===== config.mk =====
export PLATFORM = sky130hd
export DESIGN_NAME = radix_digit_converter
export DESIGN_NICKNAME = d
export VERILOG_FILES = /design/src/rtl/core/rdc_pkg.sv /design/src/rtl/core/rdc_front.sv /design/src/rtl/core/rdc_back.sv /design/src/rtl/core/radix_digit_converter.sv
export SDC_FILE = /design/constraint.sdc
export NUM_CORES = 1
export LEC_CHECK = 0
export BUFFER_PORTS_ARGS = -buffer_cell sky130_fd_sc_hd__buf_2
export CORE_ASPECT_RATIO = 1.2
export CORE_UTILIZATION = 52
export DETAILED_ROUTE_END_ITERATION = 12
export PLACE_DENSITY = 0.75
export SYNTH_ARGS = -nofsm -noshare
export SYNTH_HDL_FRONTEND = slang
export SYNTH_SLANG_ARGS = --single-unit

===== constraint.sdc =====
create_clock -name clock -period 16.14 [get_ports clock]
set_input_delay 0.807 -clock clock [delete_from_list [all_inputs] [get_ports clock]]
set_output_delay 0.807 -clock clock [all_outputs]
set_load 0.005 [all_outputs]

===== src/rtl/core/rdc_pkg.sv =====
// rdc_pkg: shared constants, types and the digit-to-ASCII function of the
// radix digit converter. No dependencies.
`default_nettype none
package rdc_pkg;

   localparam int VALUE_BITS_DEF = 32;
   localparam int REQ_VALUE_W    = 32;
   localparam int RADIX_W        = 5;
   localparam int CHAR_W         = 7;
   localparam int DIGIT_W        = 4;
   localparam int STEP_BITS      = 8;
   localparam int QUEUE_DEPTH    = 2;

   localparam logic [RADIX_W-1:0] RADIX_MIN = 5'd2;
   localparam logic [RADIX_W-1:0] RADIX_MAX = 5'd16;
   localparam logic [DIGIT_W-1:0] DEC_LIMIT = 4'd10;
   localparam logic [CHAR_W-1:0]  CHAR_ZERO = 7'h30;
   localparam logic [CHAR_W-1:0]  CHAR_A    = 7'h41;
   localparam logic [CHAR_W-1:0]  CHAR_ERR  = 7'h00;

   typedef enum logic [1:0] {
      KIND_NUM,
      KIND_ZERO,
      KIND_BAD
   } kind_type;

   typedef struct packed {
      kind_type            kind;
      logic [RADIX_W-1:0]  radix;
   } entry_ctl_type;

   function automatic logic [CHAR_W-1:0] digit_to_char(input logic [DIGIT_W-1:0] d);
      logic [CHAR_W-1:0] c;
      if (d < DEC_LIMIT) begin
         c = CHAR_ZERO + CHAR_W'(d);
      end else begin
         c = CHAR_A + CHAR_W'(d - DEC_LIMIT);
      end
      return c;
   endfunction

endpackage
`default_nettype wire


===== src/rtl/core/rdc_front.sv =====
// rdc_front: accepts request words, classifies them (bad radix, zero, number)
// and holds them in a short queue for the back end. Depends on rdc_pkg.
`default_nettype none
module rdc_front #(
   parameter int VALUE_BITS = rdc_pkg::VALUE_BITS_DEF
) (
   input  wire                              clock,
   input  wire                              reset,
   input  wire                              req_push,
   output logic                             req_full,
   input  wire [rdc_pkg::REQ_VALUE_W-1:0]   req_value,
   input  wire [rdc_pkg::RADIX_W-1:0]       req_radix,
   output logic                             q_valid,
   input  wire                              q_take,
   output rdc_pkg::entry_ctl_type           q_ctl,
   output logic [VALUE_BITS-1:0]            q_value
);
   import rdc_pkg::*;

   localparam int PTR_W = (QUEUE_DEPTH > 1) ? $clog2(QUEUE_DEPTH) : 1;
   localparam int CNT_W = $clog2(QUEUE_DEPTH + 1);

   entry_ctl_type           ctl_mem_ff [QUEUE_DEPTH];
   logic [VALUE_BITS-1:0]   val_mem_ff [QUEUE_DEPTH];
   logic [PTR_W-1:0]        wr_ptr_ff, wr_ptr_in;
   logic [PTR_W-1:0]        rd_ptr_ff, rd_ptr_in;
   logic [CNT_W-1:0]        count_ff, count_in;

   logic                    push_ok;
   logic                    take_ok;
   logic [VALUE_BITS-1:0]   value_trim;
   entry_ctl_type           new_ctl;

   assign req_full = (count_ff == CNT_W'(QUEUE_DEPTH));
   assign q_valid  = (count_ff != '0);
   assign push_ok  = req_push && !req_full;
   assign take_ok  = q_take && q_valid;
   assign q_ctl    = ctl_mem_ff[rd_ptr_ff];
   assign q_value  = val_mem_ff[rd_ptr_ff];

   always_comb begin
      value_trim    = VALUE_BITS'(req_value);
      new_ctl.radix = req_radix;
      if ((req_radix < RADIX_MIN) || (req_radix > RADIX_MAX)) begin
         new_ctl.kind = KIND_BAD;
      end else if (value_trim == '0) begin
         new_ctl.kind = KIND_ZERO;
      end else begin
         new_ctl.kind = KIND_NUM;
      end
   end

   always_comb begin
      wr_ptr_in = wr_ptr_ff;
      rd_ptr_in = rd_ptr_ff;
      count_in  = count_ff;
      if (push_ok) begin
         wr_ptr_in = (wr_ptr_ff == PTR_W'(QUEUE_DEPTH - 1)) ? '0 : wr_ptr_ff + 1'b1;
      end
      if (take_ok) begin
         rd_ptr_in = (rd_ptr_ff == PTR_W'(QUEUE_DEPTH - 1)) ? '0 : rd_ptr_ff + 1'b1;
      end
      if (push_ok && !take_ok) begin
         count_in = count_ff + 1'b1;
      end else if (take_ok && !push_ok) begin
         count_in = count_ff - 1'b1;
      end
   end

   always_ff @(posedge clock) begin
      if (reset) begin
         wr_ptr_ff <= '0;
         rd_ptr_ff <= '0;
         count_ff  <= '0;
      end else begin
         wr_ptr_ff <= wr_ptr_in;
         rd_ptr_ff <= rd_ptr_in;
         count_ff  <= count_in;
      end
   end

   always_ff @(posedge clock) begin
      if (push_ok) begin
         ctl_mem_ff[wr_ptr_ff] <= new_ctl;
         val_mem_ff[wr_ptr_ff] <= value_trim;
      end
   end

endmodule
`default_nettype wire


===== src/rtl/core/rdc_back.sv =====
// rdc_back: repeated division by the radix, eight dividend bits per cycle,
// digit stack for reversal and the result output register. Depends on rdc_pkg.
`default_nettype none
module rdc_back #(
   parameter int VALUE_BITS = rdc_pkg::VALUE_BITS_DEF
) (
   input  wire                              clock,
   input  wire                              reset,
   input  wire                              q_valid,
   output logic                             q_take,
   input  rdc_pkg::entry_ctl_type           q_ctl,
   input  wire [VALUE_BITS-1:0]             q_value,
   output logic                             rsp_empty,
   input  wire                              rsp_pop,
   output logic [rdc_pkg::CHAR_W-1:0]       rsp_digit_char,
   output logic                             rsp_last,
   output logic                             rsp_bad_radix
);
   import rdc_pkg::*;

   localparam int NCHUNK = (VALUE_BITS + STEP_BITS - 1) / STEP_BITS;
   localparam int PW     = NCHUNK * STEP_BITS;
   localparam int MAXD   = VALUE_BITS;
   localparam int CNT_W  = $clog2(MAXD + 1);
   localparam int CHK_W  = (NCHUNK > 1) ? $clog2(NCHUNK) : 1;

   typedef enum logic [2:0] {
      ST_IDLE = 3'b001,
      ST_DIV  = 3'b010,
      ST_EMIT = 3'b100
   } back_state_type;

   back_state_type          state_ff, state_in;
   logic [PW-1:0]           val_ff, val_in;
   logic [RADIX_W-1:0]      radix_ff, radix_in;
   logic                    bad_ff, bad_in;
   logic [CHK_W-1:0]        chunk_ff, chunk_in;
   logic [DIGIT_W-1:0]      rem_ff, rem_in;
   logic [DIGIT_W-1:0]      stack_ff [MAXD];
   logic [DIGIT_W-1:0]      stack_in [MAXD];
   logic [CNT_W-1:0]        depth_ff, depth_in;
   logic                    out_valid_ff, out_valid_in;
   logic [CHAR_W-1:0]       out_char_ff, out_char_in;
   logic                    out_last_ff, out_last_in;
   logic                    out_bad_ff, out_bad_in;

   logic [STEP_BITS-1:0]    div_quot;
   logic [DIGIT_W-1:0]      div_rem;
   logic [PW-1:0]           val_shift;
   logic                    last_chunk;
   logic                    out_free;
   logic                    do_push;
   logic                    do_pop;
   logic [DIGIT_W-1:0]      push_digit;

   // one restoring division step per dividend bit; remainder stays below radix
   always_comb begin
      logic [DIGIT_W-1:0]   r;
      logic [RADIX_W-1:0]   t;
      r        = rem_ff;
      div_quot = '0;
      for (int i = STEP_BITS - 1; i >= 0; i--) begin
         t = {r, val_ff[PW - STEP_BITS + i]};
         if (t >= radix_ff) begin
            t           = t - radix_ff;
            div_quot[i] = 1'b1;
         end
         r = t[DIGIT_W-1:0];
      end
      div_rem = r;
   end

   assign val_shift  = PW'({val_ff, div_quot});
   assign last_chunk = (chunk_ff == CHK_W'(NCHUNK - 1));
   assign out_free   = !out_valid_ff || rsp_pop;

   always_comb begin
      state_in     = state_ff;
      val_in       = val_ff;
      radix_in     = radix_ff;
      bad_in       = bad_ff;
      chunk_in     = chunk_ff;
      rem_in       = rem_ff;
      depth_in     = depth_ff;
      out_valid_in = out_valid_ff && !rsp_pop;
      out_char_in  = out_char_ff;
      out_last_in  = out_last_ff;
      out_bad_in   = out_bad_ff;
      q_take       = 1'b0;
      do_push      = 1'b0;
      do_pop       = 1'b0;
      push_digit   = '0;
      unique case (state_ff)
         ST_IDLE: begin
            if (q_valid) begin
               q_take   = 1'b1;
               val_in   = PW'(q_value);
               radix_in = q_ctl.radix;
               bad_in   = (q_ctl.kind == KIND_BAD);
               chunk_in = '0;
               rem_in   = '0;
               if (q_ctl.kind == KIND_NUM) begin
                  state_in = ST_DIV;
               end else begin
                  do_push  = 1'b1;
                  depth_in = depth_ff + 1'b1;
                  state_in = ST_EMIT;
               end
            end
         end
         ST_DIV: begin
            val_in = val_shift;
            if (last_chunk) begin
               do_push    = 1'b1;
               push_digit = div_rem;
               depth_in   = depth_ff + 1'b1;
               rem_in     = '0;
               chunk_in   = '0;
               if (val_shift == '0) begin
                  state_in = ST_EMIT;
               end
            end else begin
               rem_in   = div_rem;
               chunk_in = chunk_ff + 1'b1;
            end
         end
         ST_EMIT: begin
            if (out_free) begin
               do_pop       = 1'b1;
               out_valid_in = 1'b1;
               out_char_in  = bad_ff ? CHAR_ERR : digit_to_char(stack_ff[0]);
               out_last_in  = (depth_ff == CNT_W'(1));
               out_bad_in   = bad_ff;
               depth_in     = depth_ff - 1'b1;
               if (depth_ff == CNT_W'(1)) begin
                  state_in = ST_IDLE;
               end
            end
         end
         default: begin
            state_in = ST_IDLE;
         end
      endcase
   end

   // digit stack: push enters at the bottom tap, pop drains from it
   always_comb begin
      for (int i = 0; i < MAXD; i++) begin
         stack_in[i] = stack_ff[i];
      end
      if (do_push) begin
         stack_in[0] = push_digit;
         for (int i = 1; i < MAXD; i++) begin
            stack_in[i] = stack_ff[i-1];
         end
      end else if (do_pop) begin
         for (int i = 0; i < MAXD - 1; i++) begin
            stack_in[i] = stack_ff[i+1];
         end
         stack_in[MAXD-1] = '0;
      end
   end

   always_ff @(posedge clock) begin
      if (reset) begin
         state_ff     <= ST_IDLE;
         chunk_ff     <= '0;
         depth_ff     <= '0;
         out_valid_ff <= 1'b0;
      end else begin
         state_ff     <= state_in;
         chunk_ff     <= chunk_in;
         depth_ff     <= depth_in;
         out_valid_ff <= out_valid_in;
      end
   end

   always_ff @(posedge clock) begin
      val_ff      <= val_in;
      radix_ff    <= radix_in;
      bad_ff      <= bad_in;
      rem_ff      <= rem_in;
      out_char_ff <= out_char_in;
      out_last_ff <= out_last_in;
      out_bad_ff  <= out_bad_in;
      for (int i = 0; i < MAXD; i++) begin
         stack_ff[i] <= stack_in[i];
      end
   end

   assign rsp_empty      = !out_valid_ff;
   assign rsp_digit_char = out_char_ff;
   assign rsp_last       = out_last_ff;
   assign rsp_bad_radix  = out_bad_ff;

endmodule
`default_nettype wire


===== src/rtl/core/radix_digit_converter.sv =====
// radix_digit_converter: top level, front queue plus division back end.
// Depends on rdc_pkg, rdc_front, rdc_back.
//
//  channel   direction  handshake        word
//  req_      in         push / full      value, radix
//  rsp_      out        empty / pop      digit_char, last, bad_radix
//
// In the back end a number word is taken from the queue, then divided by the
// radix once per digit, 8 dividend bits a cycle over C = ceil(VALUE_BITS/8)
// chunks, and its N digits are emitted from the stack as the output register
// frees; zero and bad-radix words are taken and emitted as one digit word.
// Reset is synchronous and clears queue, state machine and output valid.
// A two-word queue lets requests land while the back end divides or waits on pop.
`default_nettype none
module radix_digit_converter #(
   parameter int VALUE_BITS = rdc_pkg::VALUE_BITS_DEF
) (
   input  wire                              clock,
   input  wire                              reset,
   input  wire                              req_push,
   output logic                             req_full,
   input  wire [rdc_pkg::REQ_VALUE_W-1:0]   req_value,
   input  wire [rdc_pkg::RADIX_W-1:0]       req_radix,
   output logic                             rsp_empty,
   input  wire                              rsp_pop,
   output logic [rdc_pkg::CHAR_W-1:0]       rsp_digit_char,
   output logic                             rsp_last,
   output logic                             rsp_bad_radix
);
   import rdc_pkg::*;

   logic                    q_valid;
   logic                    q_take;
   entry_ctl_type           q_ctl;
   logic [VALUE_BITS-1:0]   q_value;

   rdc_front #(
      .VALUE_BITS (VALUE_BITS)
   ) u_front (
      .clock     (clock),
      .reset     (reset),
      .req_push  (req_push),
      .req_full  (req_full),
      .req_value (req_value),
      .req_radix (req_radix),
      .q_valid   (q_valid),
      .q_take    (q_take),
      .q_ctl     (q_ctl),
      .q_value   (q_value)
   );

   rdc_back #(
      .VALUE_BITS (VALUE_BITS)
   ) u_back (
      .clock          (clock),
      .reset          (reset),
      .q_valid        (q_valid),
      .q_take         (q_take),
      .q_ctl          (q_ctl),
      .q_value        (q_value),
      .rsp_empty      (rsp_empty),
      .rsp_pop        (rsp_pop),
      .rsp_digit_char (rsp_digit_char),
      .rsp_last       (rsp_last),
      .rsp_bad_radix  (rsp_bad_radix)
   );

endmodule
`default_nettype wire


* After elaboration in Yosys (flattened, before gate mapping)
Memories as Yosys holds them, arrays and structs flattened. A register that Yosys moved wholly into a read port is not among the register bits.
Index checks and enable logic that the tools add are counted.
** Cells by class
- Add/subtract/negate cells :: 18
- Magnitude comparators :: 11
- Equal/unequal tests :: 13
- Mux-type cells :: 63
- Reduce and logical (&&, ||, !) cells :: 24
** Operators with widths (count)
- $mux W128 :: 2
- $logic_not A32 Y1 :: 2
- $pmux W32 S2 :: 1
- $mux W4 :: 12
- $ge A5 B5 Y1 :: 8
- $mux W32 :: 1
- $sub A4 B4 Y4 :: 8
- $mux W1 :: 26
- $mux W6 :: 4
- $mux W3 :: 6
- $pmux W6 S3 :: 1
- $mux W2 :: 5
- $reduce_and A5 Y1 :: 2
- $pmux W3 S3 :: 1
- $ne A2 B1 Y1 const B :: 4
- $pmux W4 S2 :: 1
- $add A6 B4 Y7 const A :: 1
- $add A7 B7 Y7 const A :: 1
- $mux W7 :: 1
- $add A6 B1 Y6 const B :: 1
- $eq A2 B2 Y1 const B :: 3
- $eq A6 B1 Y1 const B :: 1
- $reduce_and A2 Y1 :: 3
- $reduce_bool A2 Y1 :: 3
- other kinds (19) :: 31
** Word-level totals
- Output and inout bits :: 11
- Memories :: 3
- Logic and storage cells :: 146
- Bits in writable memories :: 206
- Register bits after elaboration :: 67
- Bits of input ports :: 41
** Memories
- u_back.stack_ff :: words 32, bits a word 4, read ports 32, clocked after Yosys merged registers in 0, write ports 32, RTL line rdc_back.sv:39 : logic [DIGIT_W-1:0] stack_ff [MAXD];
- u_front.val_mem_ff :: words 2, bits a word 32, read ports 1, clocked after Yosys merged registers in 1, write ports 1, RTL line rdc_front.sv:24 : logic [VALUE_BITS-1:0] val_mem_ff [QUEUE_DEPTH];
- u_front.ctl_mem_ff :: words 2, bits a word 7, read ports 1, clocked after Yosys merged registers in 1, write ports 1, RTL line rdc_front.sv:23 : entry_ctl_type ctl_mem_ff [QUEUE_DEPTH];

* Depth between registers and ports, before layout
Gate-level depths: netlist of the first run.
- Depth in word-level cells :: 20
- Gate-level depth with buffers :: 57
- Depth with buffers taken out :: 53

* Hierarchy
Synthesis of the first run repeated with hierarchy kept, for this count alone.
** Second synthesis, totals
- Cell total of the unflattened synthesis :: 934
- Area, all modules :: 13148.9 sq um
** Modules (own cells, without submodules)
- rdc_back :: cells each 774, seq. area each 5615.4 sq um, times used 1, area an instance 10030.9 sq um
- rdc_front :: cells each 160, seq. area each 2442.3 sq um, times used 1, area an instance 3118.0 sq um

* Worst setup path after synthesis of the first run
Ideal clock, no wire load.
- Kind :: register -> register
- Start :: reg u_back.radix_ff[1]
- End :: mem u_back.stack_ff[0][2] (data pin)
- Data arrival time :: 10.686 ns
- Period minus slack after synthesis :: 10.950 ns
- Path buffers :: 4
- Cell stages (with the launch flop) :: 53
- Required time :: 15.876 ns
- Setup slack :: 5.190 ns
- Setup time :: 0.264 ns
- Cell sequence :: edfxtp_1 > inv_1 > ha_1 > a31oi_1 > o21ai_1 > mux2_2 > ha_1 > a21o_1 > a31oi_1 > o21ai_1 > mux2_2 > ha_1 > nand2_1 > o21ai_1 > nand2_1 > o21ai_0 > inv_1 > ha_1 > [... 17 more ...] > clkbuf_1 > nand2_1 > o21ai_0 > inv_1 > ha_1 > a21oi_1 > o21ai_0 > a31oi_1 > mux2_2 > inv_1 > ha_1 > nand4_1 > a21oi_1 > a211o_1 > clkbuf_1 > and2_1 > a211oi_1 > o21ai_0
** RTL lines
- start: declaration :: RTL line rdc_back.sv:35 : logic [RADIX_W-1:0] radix_ff, radix_in;
- start signal: assignment :: RTL line rdc_back.sv:180 : radix_ff <= radix_in;
- end: declaration :: RTL line rdc_back.sv:39

==> flow_summary.ini, run 1 <==
[outcome]
status = complete, no violations

[sta]
setup_total_negative_slack_ps = 0
setup_violations = 0
holdWs_ps = 473.5
post-route-period-util_pct = 81.86
skew_ps = 16.10
relSlewSlack_pct = 15.06
hold_viol_final = 0
fin_crit_ps = 13210
rsz0062_at_grt = false
max_freq_ghz = 0.07568
slew_violations = 0
worst_slack_ps = 2927
worst_slew_pin_slew_ps = 1261

[synth]
syn-cell-area_um2 = 12980
synth-seq-cells = 274
synth_edf_count = 257
syn_nets = 1021
synth_ff_type = edfxtp_1
yosys.area.top_type_share_pct = 59.46
synth_cell_type_count = 51
yosys-top-cells-area = edfxtp_1 59%, mux2_2 11%, ha_1 4.7%
synth_common_cells = 257 x edfxtp_1, 129 x mux2_2, 62 x nand2_1
yosys.area.top_type = edfxtp_1
ys_async_sr_fraction_pct = 0
yosysMostFrequentCell = edfxtp_1
yosysWarningCount = 0
synthCells = 923
avgSynthCellArea_um2 = 14.06
yosysSeqAreaShare_pct = 62.08

[worst_setup_path]
slowest_delay_ps = 990
critPathRequiredTime_ps = 16410
cp-end-kind = flip-flop
criticalPathCategory = flip-flop to flip-flop
critPathMaxFanout = 12
crit_arrival_ps = 13480
r2r_slack_ps = 2930
startpoint_type = flip-flop
crit_slowest_cell = o21ai_0

[global_route]
antenna_found_initial = 2
gr-usage-all-layers_pct = 17.33
grt_pass1_vias = 7306
grt_pass1_wl_um = 35610
grt_max_degree = 100
grt.overflow.total = 0

[floorplan]
start_util_pct = 53.63
fp.coreArea_um2 = 24200
pin_count = 52
fp.dieH_um = 175.1
chipWidth_um = 146.2
die-area_um2 = 25600
fp-row-count = 62

[clock_tree]
post_cts_resized = 0
clkTransAtPathRegs_ps = 60
htree_num_levels = 1
insertion_delay_ps = 530
cts_sinks = 274
cts.path.max_buffers = 3
root_buffer = clkbuf_16
cts_buffers = 27
cts_setup_buffers = 0
postCtsHoldBufs = 0
cts_tree = built

[layout]
filler_cell_count = 1907
area_delta_synth_final_pct = 10.57
final_layout_size_suffix_gt1_share_pct = 23.64
fin_nets = 1069
stdcell_count = 1311

[route]
wl_per_cell_um = 16.42
drcViolationCount = 0
drt_pass1_iterations = 4
top_layer = met4
dr_wl_met2_um = 10830
drt_wl_total_um = 21520
dr_wl_met3_um = 917
drtIter0Drc = 335
drtAntennaViolNets = 0
via_count = 7228
met1_length_um = 9067
detail_route.vias_per_cell = 5.513

[placement]
dp_cells = 1262
routabilityCongestion = 0.8898
place_ws_ps = 2983
portBuffers = 51
hpwlAfterDp_um = 14480

[min_path]
worstHoldPathType = primary input to flip-flop

[flow_run]
max-cap-violations = 0
==> layout make-up <==
type / count / area [µm²] / area share, %
diodes: 1 / 2.502 / 0.01744
clock buffers: 30 / 686.9 / 4.786
flip-flops and latches: 274 / 8059 / 56.16
well taps: 320 / 400.4 / 2.790
multi-input cells: 568 / 4598 / 32.04
clock inverters: 18 / 135.1 / 0.9416
repair buffers: 57 / 300.3 / 2.092
inverters: 43 / 168.9 / 1.177
==> stage by stage <==
step	area, µm²	utilization, %
after floorplan	12980	-
after global placement	13530	55.89
after detailed placement	13530	55.89
after CTS	14350	59.28
after global routing	14350	59.28
final	14350	59.29
==> sequential cells by signal, indices dropped and copies added, names as in the netlist, named ones only <==
register,flops
u_back.rsp_bad_radix,1
u_back.bad_ff,1
u_back.state_ff,3
u_front.wr_ptr_ff,1
u_back.radix_ff,5
u_front.count_ff,2
u_front.val_mem_ff,64
u_back.val_ff,32
u_front.ctl_mem_ff,14
u_back.depth_ff,6
u_back.out_valid_ff,1
u_back.rsp_digit_char,7
u_back.stack_ff,128
u_back.rem_ff,4
u_back.rsp_last,1
u_back.chunk_ff,2
u_front.rd_ptr_ff,1
==> layer usage <==
layer  track usage (%)  vias up
li1                  -     3573
met1             21.43     3442
met2             30.16      167
met3             2.872       46
met4             7.075        0
met5                 0        -
==> path summary, 6_finish.rpt <==
path	startpoint	end	cells past startpoint
max	u_back.radix_ff[1]	u_back.stack_ff[0][2]	47
min	req_value[9]	u_front.val_mem_ff[0][9]	1
max reg2reg	u_back.radix_ff[1]	u_back.stack_ff[0][2]	47
min reg2reg	u_back.chunk_ff[1]	u_back.chunk_ff[1]	2
==> worst max-delay path: cells and delay by family (launching register included) <==
kind / cells / cell delay (ps)
compound gates: 25 / 6790
fa+ha+maj: 8 / 2520
buf+inv: 6 / 890
flops: 1 / 680
mux: 4 / 1680
simple gates: 4 / 420
==> kinds of logic after synthesis <==
family	count (synthesis)	share of synthesized area [%]
AOI/OAI and AO/OA	144	6.439
xor gates and xnor gates	26	1.754
adders and majority gates	57	5.957
buffers and inverters	81	2.660
DFF	274	62.08
muxes	173	14.58
and+or+nand+nor	168	6.526
==> placed cells by master (no fill, tap or decap), types with 6 or more instances in the layout <==
cell type  Yosys  layout
edfxtp_1     257     257
mux2_2       129     129
nand2_1       62      62
o21ai_0       54      54
buf_2         14      51
ha_1          49      49
mux2i_1       44      44
a21oi_1       43      43
inv_1         41      40
clkbuf_16      0      27
nor2_1        27      26
nor4_1        19      19
xnor2_1       17      17
dfxtp_1       17      16
nand2b_1      15      15
a21o_1        15      15
nor3_1        10      10
xor2_1         9       9
clkinv_1       0       9
or3_1          8       8
a31oi_1        8       8
fa_1           8       8
nor2b_1        6       6
buf_4          1       6
Power of run 1 is not shown: default switching activity piles up to over one toggle a cycle in this logic, so the estimate is an artifact.
==> run 2, diff against run 1 <==
--- a/config.mk
+++ b/config.mk
@@ -5,6 +5,7 @@
 export SDC_FILE = /design/constraint.sdc
 export NUM_CORES = 1
 export LEC_CHECK = 0
+export ABC_AREA = 1
 export BUFFER_PORTS_ARGS = -buffer_cell sky130_fd_sc_hd__buf_2
 export CORE_ASPECT_RATIO = 1.2
 export CORE_UTILIZATION = 52
==> constraint.sdc (replaced) <==
create_clock -name clock -period 13.45 [get_ports clock]
set_input_delay 0.6725 -clock clock [delete_from_list [all_inputs] [get_ports clock]]
set_output_delay 0.6725 -clock clock [all_outputs]
set_load 0.005 [all_outputs]
==> run 2 against run 1 <==
Effect of this change: critical path type unchanged; worst setup slack worse by 330 ps; sequential share of layout area decreased by 1.4 points; via count up 25%; first-iteration DRC count up 110%; sequential cell count is the same; clock-buffer cell count increased by 8; final cell count increased by 33%; clock skew down 1.4 ps; critical endpoint is now u_back.stack_ff[0][1].
==> flow_summary.ini, run 2 <==
[synth]
synth_cell_type_count = 39
synth_ff_type = edfxtp_1
synthMuxAreaShare_pct = 1.031
syn_nets = 1442
synthCells = 1344
avgSynthCellArea_um2 = 9.839
synth_compound_area_share_pct = 6.273
yosys.area.top_type = edfxtp_1
yosys-top-cells-area = edfxtp_1 58%, nand2_1 15%, ha_1 4.6%
synth-seq-cells = 274
yosys.area.top_type_share_pct = 58.36
yosysSeqAreaShare_pct = 60.93
yosysMostFrequentCell = nand2_1
ys_async_sr_fraction_pct = 0
synth_edf_count = 257
synth_xor_area_share_pct = 1.325
syn-cell-area_um2 = 13220
yosys.area_share.simple_pct = 19.40
synth_common_cells = 533 x nand2_1, 257 x edfxtp_1, 124 x inv_1
synth_top_family_by_area = simple AND/OR/NAND/NOR gates
synth_adder_area_share_pct = 5.847
yosysWarningCount = 0

[clock_tree]
cts_sinks = 274
cts_tree = built
insertion_delay_ps = 540
cts_buffers = 29
postCtsHoldBufs = 0
post_cts_resized = 0
htree_num_levels = 1
cts.path.max_buffers = 3
root_buffer = clkbuf_16
cts_setup_buffers = 0
clkTransAtPathRegs_ps = 60

[sta]
hold_viol_final = 0
slew_violations = 0
setup_violations = 0
worst_slack_ps = 2598
setup_total_negative_slack_ps = 0
fin_crit_ps = 10850
post-route-period-util_pct = 80.68
rsz0062_at_grt = false
relSlewSlack_pct = 21.60
skew_ps = 14.67
max_freq_ghz = 0.09215
worst_slew_pin_slew_ps = 1173

[layout]
fin_nets = 1489
final_cell_mix = 533 x nand2_1, 257 x edfxtp_1, 124 x inv_1
largest-register = u_back.stack_ff
area_delta_synth_final_pct = 11.25
mostFrequentLayoutCell = nand2_1
utilization_pct = 59.25
largest_register_ffs = 128
stdcell_count = 1738
largestRegisters = u_back.stack_ff (128), u_front.val_mem_ff (64), u_back.val_ff (32)
filler_cell_count = 2048
final_layout_size_suffix_gt1_share_pct = 8.917
diodes = 0

[placement]
portBuffers = 51
dp_cells = 1685
hpwlAfterDp_um = 15620
routabilityCongestion = 0.8901
place_ws_ps = 2673

[outcome]
status = complete, no violations

[global_route]
gr-usage-all-layers_pct = 19.06
grt_pass1_wl_um = 40540
grt_max_degree = 95
grt_pass1_vias = 8756
antenna_found_initial = 0
grt.overflow.total = 0

[route]
wl_per_cell_um = 13.91
drtIter0Drc = 713
via_count = 9050
drt_wl_total_um = 24180
drcViolationCount = 0
detail_route.vias_per_cell = 5.207
drt_pass1_iterations = 8
drtAntennaViolNets = 0

[floorplan]
die-area_um2 = 26080
chipWidth_um = 147.6
fp.dieH_um = 176.7
pin_count = 52
fp-row-count = 63
start_util_pct = 53.26
fp.coreArea_um2 = 24830

[worst_setup_path]
startpoint_type = flip-flop
cp_num_buf_inv = 9
slowest_delay_ps = 670
crit_family = compound AO/OA/AOI/OAI gates
crit_slowest_cell = edfxtp_1
critPathMaxFanout = 9
crit_arrival_ps = 11130
cp-end-kind = flip-flop
critPathRequiredTime_ps = 13730
path_common_cell = nand2_1
criticalPathCategory = flip-flop to flip-flop

[flow_run]
max-cap-violations = 0

[min_path]
worstHoldPathType = primary input to flip-flop
==> run 2: cells by family after synthesis <==
family / count (synthesis)
AOI/OAI and AO/OA: 153
xor gates and xnor gates: 20
DFF: 274
muxes: 13
buffers and inverters: 169
and+or+nand+nor: 658
adders and majority gates: 57
==> run 2: routing by layer <==
layer  GRT usage, %  wire length (µm)  part of all wire, %
met4          6.143               613                  2.5
met3          2.655              1005                  4.2
met5              0                 0                    0
met2          32.21             11570                   48
met1          25.46             10990                   45
==> run 2: path summary, 6_finish.rpt <==
path	start	end	slack, ps	depth (start not counted)
hold / removal	req_value[26]	u_front.val_mem_ff[0][26]	340	1
hold reg to reg	u_front.rd_ptr_ff	flip-flop	450	1
setup reg to reg	u_back.radix_ff[1]	u_back.stack_ff[0][1]	2600	57
setup / recovery	u_back.radix_ff[1]	u_back.stack_ff[0][1]	2600	57
==> run 2: area by class of cell <==
type                       instances  area, µm²  area share (%)
clock buffer                      38      819.5           5.571
clock inverter                    15      138.9          0.9440
inverter                         127      478.0           3.249
multi-input combinational        901       4502           30.60
sequential                       274       8059           54.78
tap                              325      406.6           2.764
timing repair buffer              58      307.8           2.092
==> run 2: worst reg2reg max path: cells and delay by family (launching register included) <==
family | cells | cell delay, ps
AND/OR/NAND/NOR | 28 | 3060
flip-flops | 1 | 670
AO/OA/AOI/OAI | 12 | 3300
adder cells (fa/ha/maj) | 8 | 2510
buffers and inverters | 9 | 1060
==> run 2: through the flow <==
step	hold WS, ps	cell area, µm²
6_report	339.6	14710
5_1_grt	322.8	14710
4_1_cts	320.8	14710
3_5_place_dp	436.0	13750
3_3_place_gp	427.5	13750
2_1_floorplan	425.5	13220
Power of run 2 is left out for the same reason.
